$ cat src/design/dfr_pkg.sv
// Shared types, codes and helpers for the debug packet deframer.
package dfr_pkg;

    localparam logic [7:0] CHAR_START   = 8'h24; // '$'
    localparam logic [7:0] CHAR_END     = 8'h23; // '#'
    localparam logic [7:0] ESC_DEFAULT  = 8'h7D; // '}'
    localparam logic [7:0] ESC_XOR      = 8'h20;
    localparam logic [7:0] CHAR_ZERO    = 8'h30; // '0'
    localparam logic [7:0] CHAR_LOWER_A = 8'h61; // 'a'
    localparam logic [7:0] CHAR_UPPER_A = 8'h41; // 'A'

    localparam logic [15:0] MAX_PAYLOAD_DEFAULT = 16'd1024;

    localparam int CFG_DATA_BITS = 16;
    localparam int CFG_IDX_BITS  = 1;

    typedef enum logic [CFG_IDX_BITS-1:0] {
        CFG_ESCAPE_CHAR = 1'b0,
        CFG_MAX_PAYLOAD = 1'b1
    } cfg_idx_t;

    typedef enum logic [1:0] {
        KIND_BYTE = 2'd0,
        KIND_GOOD = 2'd1,
        KIND_BAD  = 2'd2,
        KIND_LONG = 2'd3
    } kind_t;

    typedef enum logic [4:0] {
        PH_HUNT = 5'b00001,
        PH_DATA = 5'b00010,
        PH_ESC  = 5'b00100,
        PH_CK0  = 5'b01000,
        PH_CK1  = 5'b10000
    } phase_t;

    typedef struct packed {
        logic        valid;
        kind_t       kind;
        logic [7:0]  data;
        logic [15:0] len;
    } dfr_result_t;

    typedef struct packed {
        logic       bad;
        logic [3:0] value;
    } hex_digit_t;

    // ASCII hex digit to nibble; bad flag set for anything else
    function automatic hex_digit_t hex_decode(input logic [7:0] c);
        hex_digit_t r;
        logic [7:0] d;
        r.bad   = 1'b0;
        r.value = 4'd0;
        d       = 8'd0;
        if (c >= CHAR_ZERO && c <= CHAR_ZERO + 8'd9) begin
            d       = c - CHAR_ZERO;
            r.value = d[3:0];
        end
        else if (c >= CHAR_LOWER_A && c <= CHAR_LOWER_A + 8'd5) begin
            d       = c - CHAR_LOWER_A + 8'd10;
            r.value = d[3:0];
        end
        else if (c >= CHAR_UPPER_A && c <= CHAR_UPPER_A + 8'd5) begin
            d       = c - CHAR_UPPER_A + 8'd10;
            r.value = d[3:0];
        end
        else begin
            r.bad = 1'b1;
        end
        return r;
    endfunction

endpackage

$ cat src/design/debug_packet_deframer.sv
// Top level of the debug packet deframer: config registers, framing core, result buffer.
//
//  channel  direction  handshake           payload
//  -------  ---------  ------------------  --------------------------------
//  input    in         in_valid/in_stall   rx_byte
//  output   out        out_valid/out_stall kind, data_byte, payload_length
//  config   in         cfg_we              cfg_index, cfg_data
//
// One byte per cycle while in_stall is low. Each beat is decoded in the cycle it is taken
// and its result, if any, is registered in the result register (the skid stage if stalled).
// Reset puts the framer in hunt and loads escape '}' and a 1024-byte limit.
// When the output is stalled a second result parks in the skid stage; only
// then is in_stall raised, straight from that register.
// Config writes are taken every cycle and apply from the next beat on.
module debug_packet_deframer
    import dfr_pkg::*;
#(
    parameter int COUNT_BITS = 16
)
(
    input  logic                     clk,
    input  logic                     rst_n,
    input  logic                     in_valid,
    output logic                     in_stall,
    input  logic [7:0]               rx_byte,
    output logic                     out_valid,
    input  logic                     out_stall,
    output logic [1:0]               kind,
    output logic [7:0]               data_byte,
    output logic [15:0]              payload_length,
    input  logic                     cfg_we,
    input  logic [CFG_IDX_BITS-1:0]  cfg_index,
    input  logic [CFG_DATA_BITS-1:0] cfg_data
);

    logic [7:0]  escape_reg;
    logic [15:0] max_payload_reg;
    logic        beat;
    logic        full;
    dfr_result_t res;
    dfr_result_t out_beat;

    // config register file; no read-back
    always_ff @(posedge clk or negedge rst_n)
    begin
        if (!rst_n)
        begin
            escape_reg      <= ESC_DEFAULT;
            max_payload_reg <= MAX_PAYLOAD_DEFAULT;
        end
        else if (cfg_we)
        begin
            case (cfg_idx_t'(cfg_index))
                CFG_ESCAPE_CHAR: escape_reg      <= cfg_data[7:0];
                CFG_MAX_PAYLOAD: max_payload_reg <= cfg_data[15:0];
                default:         ;
            endcase
        end
    end

    // a beat is taken whenever the skid stage is free
    assign in_stall = full;
    assign beat     = in_valid && !full;

    dfr_core #(
        .COUNT_BITS (COUNT_BITS)
    ) u_core (
        .clk         (clk),
        .rst_n       (rst_n),
        .beat        (beat),
        .rx_byte     (rx_byte),
        .escape_char (escape_reg),
        .max_payload (max_payload_reg),
        .res         (res)
    );

    dfr_out_skid u_out (
        .clk       (clk),
        .rst_n     (rst_n),
        .res       (res),
        .full      (full),
        .out_valid (out_valid),
        .out_stall (out_stall),
        .out_beat  (out_beat)
    );

    assign kind           = 2'(out_beat.kind);
    assign data_byte      = out_beat.data;
    assign payload_length = out_beat.len;

endmodule

$ cat src/design/dfr_core.sv
// Framing state and per-beat decode of the debug packet deframer.
module dfr_core
    import dfr_pkg::*;
#(
    parameter int COUNT_BITS = 16
)
(
    input  logic              clk,
    input  logic              rst_n,
    input  logic              beat,
    input  logic [7:0]        rx_byte,
    input  logic [7:0]        escape_char,
    input  logic [15:0]       max_payload,
    output dfr_result_t       res
);

    localparam int CMP_BITS = (COUNT_BITS > 16) ? COUNT_BITS : 16;
    localparam logic [CMP_BITS-1:0] COUNT_MASK = CMP_BITS'({COUNT_BITS{1'b1}});

    phase_t                phase_reg,       phase_next;
    logic [7:0]            sum_reg,         sum_next;
    logic [3:0]            digit_reg,       digit_next;
    logic                  digit_bad_reg,   digit_bad_next;
    logic [COUNT_BITS-1:0] count_reg,       count_next;

    logic [CMP_BITS-1:0] count_ext;
    logic [CMP_BITS-1:0] max_ext;
    logic [CMP_BITS-1:0] limit;
    logic                overflow;
    logic [7:0]          decoded;
    hex_digit_t          hex;
    logic                take;

    // limit is max_payload capped at the count's range
    assign count_ext = CMP_BITS'(count_reg);
    assign max_ext   = CMP_BITS'(max_payload);
    assign limit     = (max_ext > COUNT_MASK) ? COUNT_MASK : max_ext;
    assign overflow  = (count_ext >= limit);
    assign decoded   = (phase_reg == PH_ESC) ? (rx_byte ^ ESC_XOR) : rx_byte;
    assign hex       = hex_decode(rx_byte);

    always_comb
    begin
        phase_next     = phase_reg;
        sum_next       = sum_reg;
        digit_next     = digit_reg;
        digit_bad_next = digit_bad_reg;
        count_next     = count_reg;
        take           = 1'b0;
        res.valid      = 1'b0;
        res.kind       = KIND_BYTE;
        res.data       = 8'd0;
        res.len        = 16'd0;

        if (beat)
        begin
            case (phase_reg)
                PH_HUNT:
                begin
                    if (rx_byte == CHAR_START)
                    begin
                        phase_next     = PH_DATA;
                        sum_next       = 8'd0;
                        count_next     = '0;
                        digit_next     = 4'd0;
                        digit_bad_next = 1'b0;
                    end
                end
                PH_DATA:
                begin
                    if (rx_byte == CHAR_END)
                        phase_next = PH_CK0;
                    else if (rx_byte == escape_char)
                    begin
                        sum_next   = sum_reg + rx_byte;
                        phase_next = PH_ESC;
                    end
                    else
                        take = 1'b1;
                end
                PH_ESC:
                begin
                    phase_next = PH_DATA;
                    take       = 1'b1;
                end
                PH_CK0:
                begin
                    digit_next     = hex.value;
                    digit_bad_next = hex.bad;
                    phase_next     = PH_CK1;
                end
                PH_CK1:
                begin
                    phase_next = PH_HUNT;
                    res.valid  = 1'b1;
                    res.len    = 16'(count_reg);
                    if (hex.bad || digit_bad_reg || ({digit_reg, hex.value} != sum_reg))
                        res.kind = KIND_BAD;
                    else
                        res.kind = KIND_GOOD;
                end
                default:
                begin
                    phase_next = PH_HUNT;
                end
            endcase

            if (take)
            begin
                res.valid = 1'b1;
                if (overflow)
                begin
                    res.kind   = KIND_LONG;
                    res.len    = 16'(count_reg);
                    phase_next = PH_HUNT;
                end
                else
                begin
                    count_next = count_reg + 1'b1;
                    sum_next   = sum_reg + rx_byte;
                    res.data   = decoded;
                end
            end
        end
    end

    always_ff @(posedge clk or negedge rst_n)
    begin
        if (!rst_n)
        begin
            phase_reg     <= PH_HUNT;
            sum_reg       <= 8'd0;
            digit_reg     <= 4'd0;
            digit_bad_reg <= 1'b0;
            count_reg     <= '0;
        end
        else
        begin
            phase_reg     <= phase_next;
            sum_reg       <= sum_next;
            digit_reg     <= digit_next;
            digit_bad_reg <= digit_bad_next;
            count_reg     <= count_next;
        end
    end

endmodule

$ cat src/design/dfr_out_skid.sv
// Result register with a one-entry skid stage.
module dfr_out_skid
    import dfr_pkg::*;
(
    input  logic        clk,
    input  logic        rst_n,
    input  dfr_result_t res,
    output logic        full,
    output logic        out_valid,
    input  logic        out_stall,
    output dfr_result_t out_beat
);

    logic        out_valid_reg, out_valid_next;
    logic        skid_valid_reg, skid_valid_next;
    dfr_result_t out_reg,  out_next;
    dfr_result_t skid_reg, skid_next;
    logic        pop;

    assign pop = out_valid_reg && !out_stall;

    always_comb
    begin
        out_valid_next  = out_valid_reg;
        skid_valid_next = skid_valid_reg;
        out_next        = out_reg;
        skid_next       = skid_reg;
        if (skid_valid_reg)
        begin
            // input is held off, so nothing new arrives here
            if (pop)
            begin
                out_next        = skid_reg;
                skid_valid_next = 1'b0;
            end
        end
        else if (!out_valid_reg || pop)
        begin
            out_next       = res;
            out_valid_next = res.valid;
        end
        else if (res.valid)
        begin
            skid_next       = res;
            skid_valid_next = 1'b1;
        end
    end

    always_ff @(posedge clk or negedge rst_n)
    begin
        if (!rst_n)
        begin
            out_valid_reg  <= 1'b0;
            skid_valid_reg <= 1'b0;
        end
        else
        begin
            out_valid_reg  <= out_valid_next;
            skid_valid_reg <= skid_valid_next;
        end
    end

    always_ff @(posedge clk)
    begin
        out_reg  <= out_next;
        skid_reg <= skid_next;
    end

    assign full      = skid_valid_reg;
    assign out_valid = out_valid_reg;
    assign out_beat  = out_reg;

endmodule

$ cat config.mk
export PLATFORM = sky130hd
export DESIGN_NAME = debug_packet_deframer
export DESIGN_NICKNAME = d
export VERILOG_FILES = /design/src/design/dfr_pkg.sv /design/src/design/debug_packet_deframer.sv /design/src/design/dfr_core.sv /design/src/design/dfr_out_skid.sv
export SDC_FILE = /design/constraint.sdc
export NUM_CORES = 1
export LEC_CHECK = 0
export BUFFER_PORTS_ARGS = -buffer_cell sky130_fd_sc_hd__buf_2
export CAP_MARGIN = 20
export CORE_ASPECT_RATIO = 0.6
export CORE_MARGIN = 1.5
export CORE_UTILIZATION = 40
export DETAILED_ROUTE_END_ITERATION = 7
export PLACE_DENSITY = 0.68
export SYNTH_ARGS = -nofsm -noshare
export SYNTH_HDL_FRONTEND = slang
export SYNTH_HIERARCHICAL = 1
export SYNTH_SLANG_ARGS = --single-unit
$ cat constraint.sdc
create_clock -name clk -period 10.1 [get_ports clk]
set_input_delay 1.515 -clock clk [delete_from_list [all_inputs] [get_ports clk]]
set_output_delay 1.515 -clock clk [all_outputs]
set_load 0.01 [all_outputs]
==> summary.log, run 1 <==
INFO  global_routing antenna_violations_before_repair=0
INFO  detailed_routing number_of_detailed_routing_iterations_run_before_antenna_repair=5
INFO  clock_network  holdBufCountCts=0
INFO  cells_and_area area_growth_syn_to_layout=12.1%
INFO  worst_setup_path reg2reg_depth=7
INFO  timing         slew_headroom=48.8%
INFO  detailed_routing route.final.wire_length=12800um
INFO  worst_setup_path slowest_delay=0.53ns
INFO  global_routing maximum_number_of_pins_on_one_net_before_global_route_repair=61
INFO  worst_setup_path end_kind=flip-flop
INFO  clock_network  clock_sinks=112
INFO  synth          syn-num-nets=553
INFO  hold_path      hold_depth=2
INFO  synth          synth_cells=495
INFO  timing         timing.clock.skew=0.00915ns
INFO  worst_setup_path setup.reg_to_reg.worst_slack=7.01ns
INFO  timing         achievable-frequency=0.255GHz
INFO  timing         final-setup-viol-count=0
INFO  cells_and_area drive_gt1_share=26.2%
INFO  floorplan      die_h=98.2um
INFO  cells_and_area final_design_area_no_fill=0.00678mm^2
INFO  synth          syn_avg_cell_area=12.2um^2
INFO  detailed_routing detail_route.vias_per_cell=5.37
INFO  floorplan      die-area=0.0159mm^2
INFO  clock_network  post-cts-setup-buffers=0
INFO  detailed_routing final_antenna_net_count=0
INFO  worst_setup_path worstPathBufferInverterCount=1
INFO  power          power_density=141mW/mm^2
INFO  clock_network  path_clk_slew=0.08ns
INFO  timing         fin_tns_setup=0ns
INFO  detailed_routing num_vias=4051
INFO  hold_path      min_delay_worst_endpoint=u_core/digit_bad_reg$_DFFE_PN0P_
INFO  detailed_routing drt-initial-drc-count=287
INFO  detailed_routing dr_drc_count=0
INFO  run            max_cap_violations=0
INFO  timing         final_hold_viol_count=0
INFO  global_routing grt_pass1_wl=20600um
INFO  floorplan      floorplan.core_area=0.0146mm^2
INFO  run_status     outcome=completed
INFO  clock_network  numCtsBuffers=9
INFO  clock_network  ctsRootBufferMaster=clkbuf_16
INFO  cells_and_area nFillCells=1329
INFO  worst_setup_path arrival_time_reported_for_the_critical_path_endpoint=4.14ns
INFO  floorplan      initial_utilization=41.3%
INFO  place          place.port_buffers=57
INFO  worst_setup_path cp-start-kind=input port
INFO  power          vdd_ir_drop_max=0.0835mV
INFO  worst_setup_path timing.critical_path.slowest_stage_cell=or4_1
INFO  worst_setup_path worst_path_most_repeated_cell=o21ai_1
INFO  clock_network  worst_skew_pair.late_latency=0.34ns
INFO  hold_path      min_from=u_core/digit_bad_reg$_DFFE_PN0P_
INFO  timing         timing.final.max_slew_violations=0
INFO  clock_network  tritoncts=done
INFO  floorplan      rows=34
INFO  floorplan      die_width=162um
INFO  worst_setup_path critPathKind=in -> reg
INFO  clock_network  cts_repair_resize_count=0
INFO  worst_setup_path worst-endpoint-required=10.32ns
INFO  cells_and_area net_count_reported_at_finish=610
INFO  timing         worst_pin_slew=0.769ns
INFO  place          placed_wire_length_estimate_after_detailed_placement=9540um
INFO  timing         rsz0062_at_grt=no
INFO  worst_setup_path largest_delay_share_family_worst_path=compound AO/OA/AOI/OAI gates
INFO  worst_setup_path timing.rr.end=u_core/count_ext[0]$_DFFE_PN0P_
INFO  detailed_routing wl_per_cell=17.0um
INFO  worst_setup_path worstPathCellList=buf_2 -> nor4b_1 -> o21ai_1 -> a31oi_1 -> a21oi_1 -> a2111o_1 -> or4_1 -> o21ai_1 -> mux2_4
INFO  worst_setup_path rr_startpoint=u_core/phase_reg[3]$_DFFE_PN0P_
INFO  global_routing grt-ovfl-total=0
INFO  hold_path      hold_path.class=reg -> reg
INFO  floorplan      boundaryPins=58
INFO  global_routing globalRouteTotalUtil=16.7%
INFO  place          routability_driven_placement_congestion_ratio=0.878
INFO  clock_network  cts_max_level=3
INFO  worst_setup_path critical_path.max_fanout=11
INFO  cells_and_area number_of_diodes_added_for_antenna_fixing=0
INFO  synth          post_syn_area=0.00605mm^2
INFO  timing         timing.final.crit_share=38.8%
INFO  synth          yosys_warnings=6
INFO  timing         fin_crit=3.92ns
INFO  place          place_area=0.00649mm^2
INFO  power          static_leak=2.98nW
INFO  global_routing first_global_vias=3753
INFO  clock_network  cts.path.max_buffers=2
## routing by layer
| metal | track usage [%] | vias up | share of wire, % | wire length, um |
|---|---|---|---|---|
| li1 | - | 1932 | - | - |
| met1 | 27.9 | 1961 | 54 | 6950 |
| met2 | 21.3 | 154 | 38 | 4900 |
| met3 | 3.82 | 4 | 7.1 | 914 |
| met4 | 3.18 | 0 | 0.44 | 57 |
| met5 | 0 | - | 0 | 0 |
## worst reg2reg max path, stage by stage, from the launching register on
cell,delay (ns)
dfrtp_1,0.43
or3_1,0.38
nor3_1,0.33
nand2_1,0.16
o21bai_1,0.39
nor2b_1,0.68
o21ai_4,0.28
mux2_2,0.33
## placed cells by master, fill, tap and decap left out, types with 11 or more instances in the layout
master     instances
edfxtp_1          52
o21ai_0           22
buf_2             57
nor3_1            17
o2bb2ai_1         11
nor2_1            23
a21oi_1           19
dfrtp_1           52
mux2_4            42
nand2_1           26
nand3_1           12
ha_1              27
and2_1            18
inv_1             28
xnor2_1           15
## per-stage QoR
stage	setup slack, ns	instances	hold WS, ns	utilization (%)	power [W]
floorplan	5.21	495	0.451	-	0.000587
global placement	6.01	739	0.479	44.3	0.000617
detailed placement	5.96	739	0.486	44.3	0.000622
CTS	6.29	755	0.503	46.3	0.000964
global route	6.06	755	0.527	46.3	0.000997
finish	6.18	755	0.510	46.3	0.000954
## where the power goes
group	switching (W)	internal [W]
clock network	0.000168	0.000173
registers	0.0000139	0.000498
logic	0.0000520	0.0000492
total	0.000234	0.000720
## how the worst max path moves through the flow
stage,startpoint,end,slack [ns],cells past startpoint
after floorplan,in_valid,u_out/skid_reg[0]$_DFFE_PP_,5.21,8
after global placement,rx_byte[3],u_out/out_beat[24]$_DFFE_PP_,6.01,9
after detailed placement,rx_byte[3],u_out/out_beat[24]$_DFFE_PP_,5.96,9
after CTS,rx_byte[3],u_out/out_beat[24]$_DFFE_PP_,6.29,9
after global routing,rx_byte[3],u_out/out_beat[24]$_DFFE_PP_,6.06,9
final,rx_byte[3],u_out/out_beat[24]$_DFFE_PP_,6.18,9
## final cells by class
type	count	area (um^2)	share of cell area, %
clock buffer	10	229	3.38
clock inverter	6	61.3	0.905
inverter	28	105	1.55
multi-input combinational	339	2740	40.4
sequential	112	3070	45.3
tap	198	248	3.66
timing repair buffer	62	323	4.76
(Power assumes the default switching activity.)
==> inputs of run 2 (changes only) <==
--- a/config.mk
+++ b/config.mk
@@ -11,7 +11,7 @@
 export CORE_MARGIN = 1.5
 export CORE_UTILIZATION = 40
 export DETAILED_ROUTE_END_ITERATION = 7
-export PLACE_DENSITY = 0.68
+export PLACE_DENSITY = 0.7
 export SYNTH_ARGS = -nofsm -noshare
 export SYNTH_HDL_FRONTEND = slang
 export SYNTH_HIERARCHICAL = 1
==> constraint.sdc (replaced) <==
create_clock -name clk -period 3.5 [get_ports clk]
set_input_delay 0.525 -clock clk [delete_from_list [all_inputs] [get_ports clk]]
set_output_delay 0.525 -clock clk [all_outputs]
set_load 0.01 [all_outputs]
==> run 2 against run 1 <==
Against the previous run:
- combinational power rose to 3.0 times the previous value
- routed wire length up 4.4%
- via count up 0.86%
- die area unchanged
- critical path depth down 2
- worst hold slack worse by 0.34 ns
- worst setup slack worse by 5.8 ns
- non-clock buffer count up 7
- count of clock-buffer cells in the layout unchanged
- clock skew up 0.0014 ns
- register-to-register slack worse by 6.6 ns
- largest cell class unchanged
- cell count up 0.93%
==> summary.log, run 2 (synthesized netlist as in run 1, its figures left out) <==
INFO  timing         worst_pin_slew=0.745ns
INFO  clock_network  tritoncts=done
INFO  clock_network  path_clk_slew=0.08ns
INFO  worst_setup_path rr_startpoint=u_core/phase_reg[3]$_DFFE_PN0P_
INFO  floorplan      die-area=0.0159mm^2
INFO  power          static_leak=3.02nW
INFO  power          switching_share=25.0%
INFO  global_routing grt_pass1_wl=21900um
INFO  cells_and_area multi_input_area=0.00275mm^2
INFO  hold_path      hold_path.class=in -> async
INFO  timing         setup_slack=0.414ns
INFO  detailed_routing drt-initial-drc-count=372
INFO  worst_setup_path worst-endpoint-required=3.74ns
INFO  global_routing grt-ovfl-total=0
INFO  power          power_density=405mW/mm^2
INFO  place          place.port_buffers=57
INFO  worst_setup_path setup.reg_to_reg.worst_slack=0.41ns
INFO  clock_network  cts_repair_resize_count=0
INFO  timing         achievable-frequency=0.324GHz
INFO  detailed_routing detail_route.vias_per_cell=5.36
INFO  place          routability_driven_placement_congestion_ratio=0.891
INFO  power          power.internal=0.00208W
INFO  power          vdd_ir_drop_max=0.225mV
INFO  cells_and_area mostFrequentLayoutCells=57 x buf_2, 52 x edfxtp_1, 51 x dfrtp_1
INFO  run            max_cap_violations=0
INFO  global_routing first_global_vias=4036
INFO  place          placed_wire_length_estimate_after_detailed_placement=10100um
INFO  clock_network  ctsRootBufferMaster=clkbuf_16
INFO  timing         final_hold_viol_count=0
INFO  timing         slew_headroom=50.2%
INFO  cells_and_area area_growth_syn_to_layout=13.1%
INFO  global_routing globalRouteTotalUtil=17.8%
INFO  power          combinational_fraction_of_design_power=10.7%
INFO  global_routing maximum_number_of_pins_on_one_net_before_global_route_repair=33
INFO  global_routing antenna_violations_before_repair=0
INFO  floorplan      floorplan.core_area=0.0146mm^2
INFO  clock_network  post-cts-setup-buffers=0
INFO  timing         rsz0062_at_grt=no
INFO  power          switchingPower=0.000692W
INFO  cells_and_area drive_gt1_share=27.3%
INFO  power          clock_power_share=36.1%
INFO  floorplan      initial_utilization=41.3%
INFO  worst_setup_path worstPathBufferInverterCount=0
INFO  clock_network  clock_sinks=112
INFO  clock_network  holdBufCountCts=0
INFO  worst_setup_path slowest_delay=0.63ns
INFO  timing         timing.final.crit_share=88.2%
INFO  detailed_routing dr_drc_count=0
INFO  run_status     outcome=completed
INFO  worst_setup_path end_kind=flip-flop
INFO  clock_network  cts.path.max_buffers=2
INFO  timing         timing.final.max_slew_violations=0
INFO  timing         timing.clock.skew=0.0106ns
INFO  detailed_routing route.final.wire_length=13400um
INFO  worst_setup_path critPathKind=reg -> reg
INFO  timing         fin_tns_setup=0ns
INFO  cells_and_area most_common_cell_after_layout_fill_and_taps_aside=buf_2
INFO  clock_network  numCtsBuffers=9
INFO  power          sequentialPowerShare=53.2%
INFO  timing         fin_crit=3.09ns
INFO  detailed_routing wl_per_cell=17.6um
INFO  worst_setup_path timing.rr.end=u_core/count_ext[0]$_DFFE_PN0P_
INFO  worst_setup_path largest_delay_share_family_worst_path=simple AND/OR/NAND/NOR gates
INFO  place          dp_slack=0.371ns
INFO  worst_setup_path reg2reg_depth=7
INFO  cells_and_area nFillCells=1335
INFO  detailed_routing num_vias=4086
INFO  worst_setup_path cp-start-kind=flip-flop
INFO  worst_setup_path timing.critical_path.slowest_stage_cell=nor2b_1
INFO  clock_network  cts_max_level=3
INFO  timing         final-setup-viol-count=0
INFO  floorplan      rows=34
INFO  cells_and_area seqCellArea=0.00307mm^2
INFO  clock_network  worst_skew_pair.late_latency=0.36ns
INFO  detailed_routing final_antenna_net_count=0
INFO  floorplan      die_h=98.2um
INFO  detailed_routing number_of_detailed_routing_iterations_run_before_antenna_repair=5
INFO  floorplan      die_width=162um
INFO  cells_and_area number_of_diodes_added_for_antenna_fixing=0
INFO  worst_setup_path arrival_time_reported_for_the_critical_path_endpoint=3.33ns
INFO  power          post-layout-total-power=0.00277W
INFO  floorplan      boundaryPins=58
INFO  worst_setup_path critical_path.max_fanout=17
INFO  worst_setup_path worstPathCellList=or3_1 -> nor3_1 -> nand2_1 -> o21bai_1 -> nor2b_1 -> o21ai_4 -> mux2_2
INFO  cells_and_area net_count_reported_at_finish=617
## run 2: how the worst max path moves through the flow
stage | slack [ns] | startpoint | end | cells after the start
2_1_floorplan | 0.38 | in_valid | u_out/skid_reg[0]$_DFFE_PP_ | 8
3_3_place_gp | 0.40 | rx_byte[1] | u_out/out_beat[25]$_DFFE_PP_ | 10
3_5_place_dp | 0.37 | rx_byte[1] | u_out/out_beat[25]$_DFFE_PP_ | 11
4_1_cts | 0.51 | u_core/phase_reg[3]$_DFFE_PN0P_ | u_core/count_ext[0]$_DFFE_PN0P_ | 7
5_1_grt | 0.22 | u_core/phase_reg[3]$_DFFE_PN0P_ | u_out/out_beat[13]$_DFFE_PP_ | 8
6_report | 0.41 | u_core/phase_reg[3]$_DFFE_PN0P_ | u_core/count_ext[0]$_DFFE_PN0P_ | 7
## run 2: layout make-up
| cell class | count | share of cell area, % |
|---|---|---|
| well taps | 198 | 3.62 |
| inverters | 28 | 1.54 |
| clock buffers | 10 | 3.35 |
| flip-flops and latches | 112 | 45.0 |
| multi-input cells | 339 | 40.1 |
| clock inverters | 6 | 0.915 |
| repair buffers | 69 | 5.49 |
## run 2: worst register-to-register path, delay by kind of cell, from the launching register on
family / cells / cell delay [ns]
flip-flops: 1 / 0.44
AND/OR/NAND/NOR: 4 / 1.52
AO/OA/AOI/OAI: 2 / 0.69
multiplexers: 1 / 0.33
## run 2: power groups by stage
stage	logic (W)	clock network, W	registers (W)
after floorplan	0.000198	0	0.00149
after global placement	0.000286	0	0.00150
after detailed placement	0.000295	0	0.00150
after CTS	0.000298	0.00103	0.00148
after global routing	0.000332	0.00107	0.00148
final	0.000298	0.00100	0.00147
## run 2: metrics by stage
stage / std cells / hold slack, ns / instance area [um^2] / util [%]
after floorplan: 495 / 0.229 / 6050 / -
after global placement: 746 / 0.488 / 6550 / 44.7
after detailed placement: 746 / 0.483 / 6550 / 44.7
after CTS: 762 / 0.182 / 6840 / 46.7
after global routing: 762 / 0.217 / 6840 / 46.7
final: 762 / 0.171 / 6840 / 46.7
## run 2: layer usage
| metal | track usage, % | part of all wire, % |
|---|---|---|
| met5 | 0 | 0 |
| met4 | 3.81 | 0.60 |
| met3 | 3.78 | 6.4 |
| met2 | 24.0 | 39 |
| met1 | 28.8 | 54 |
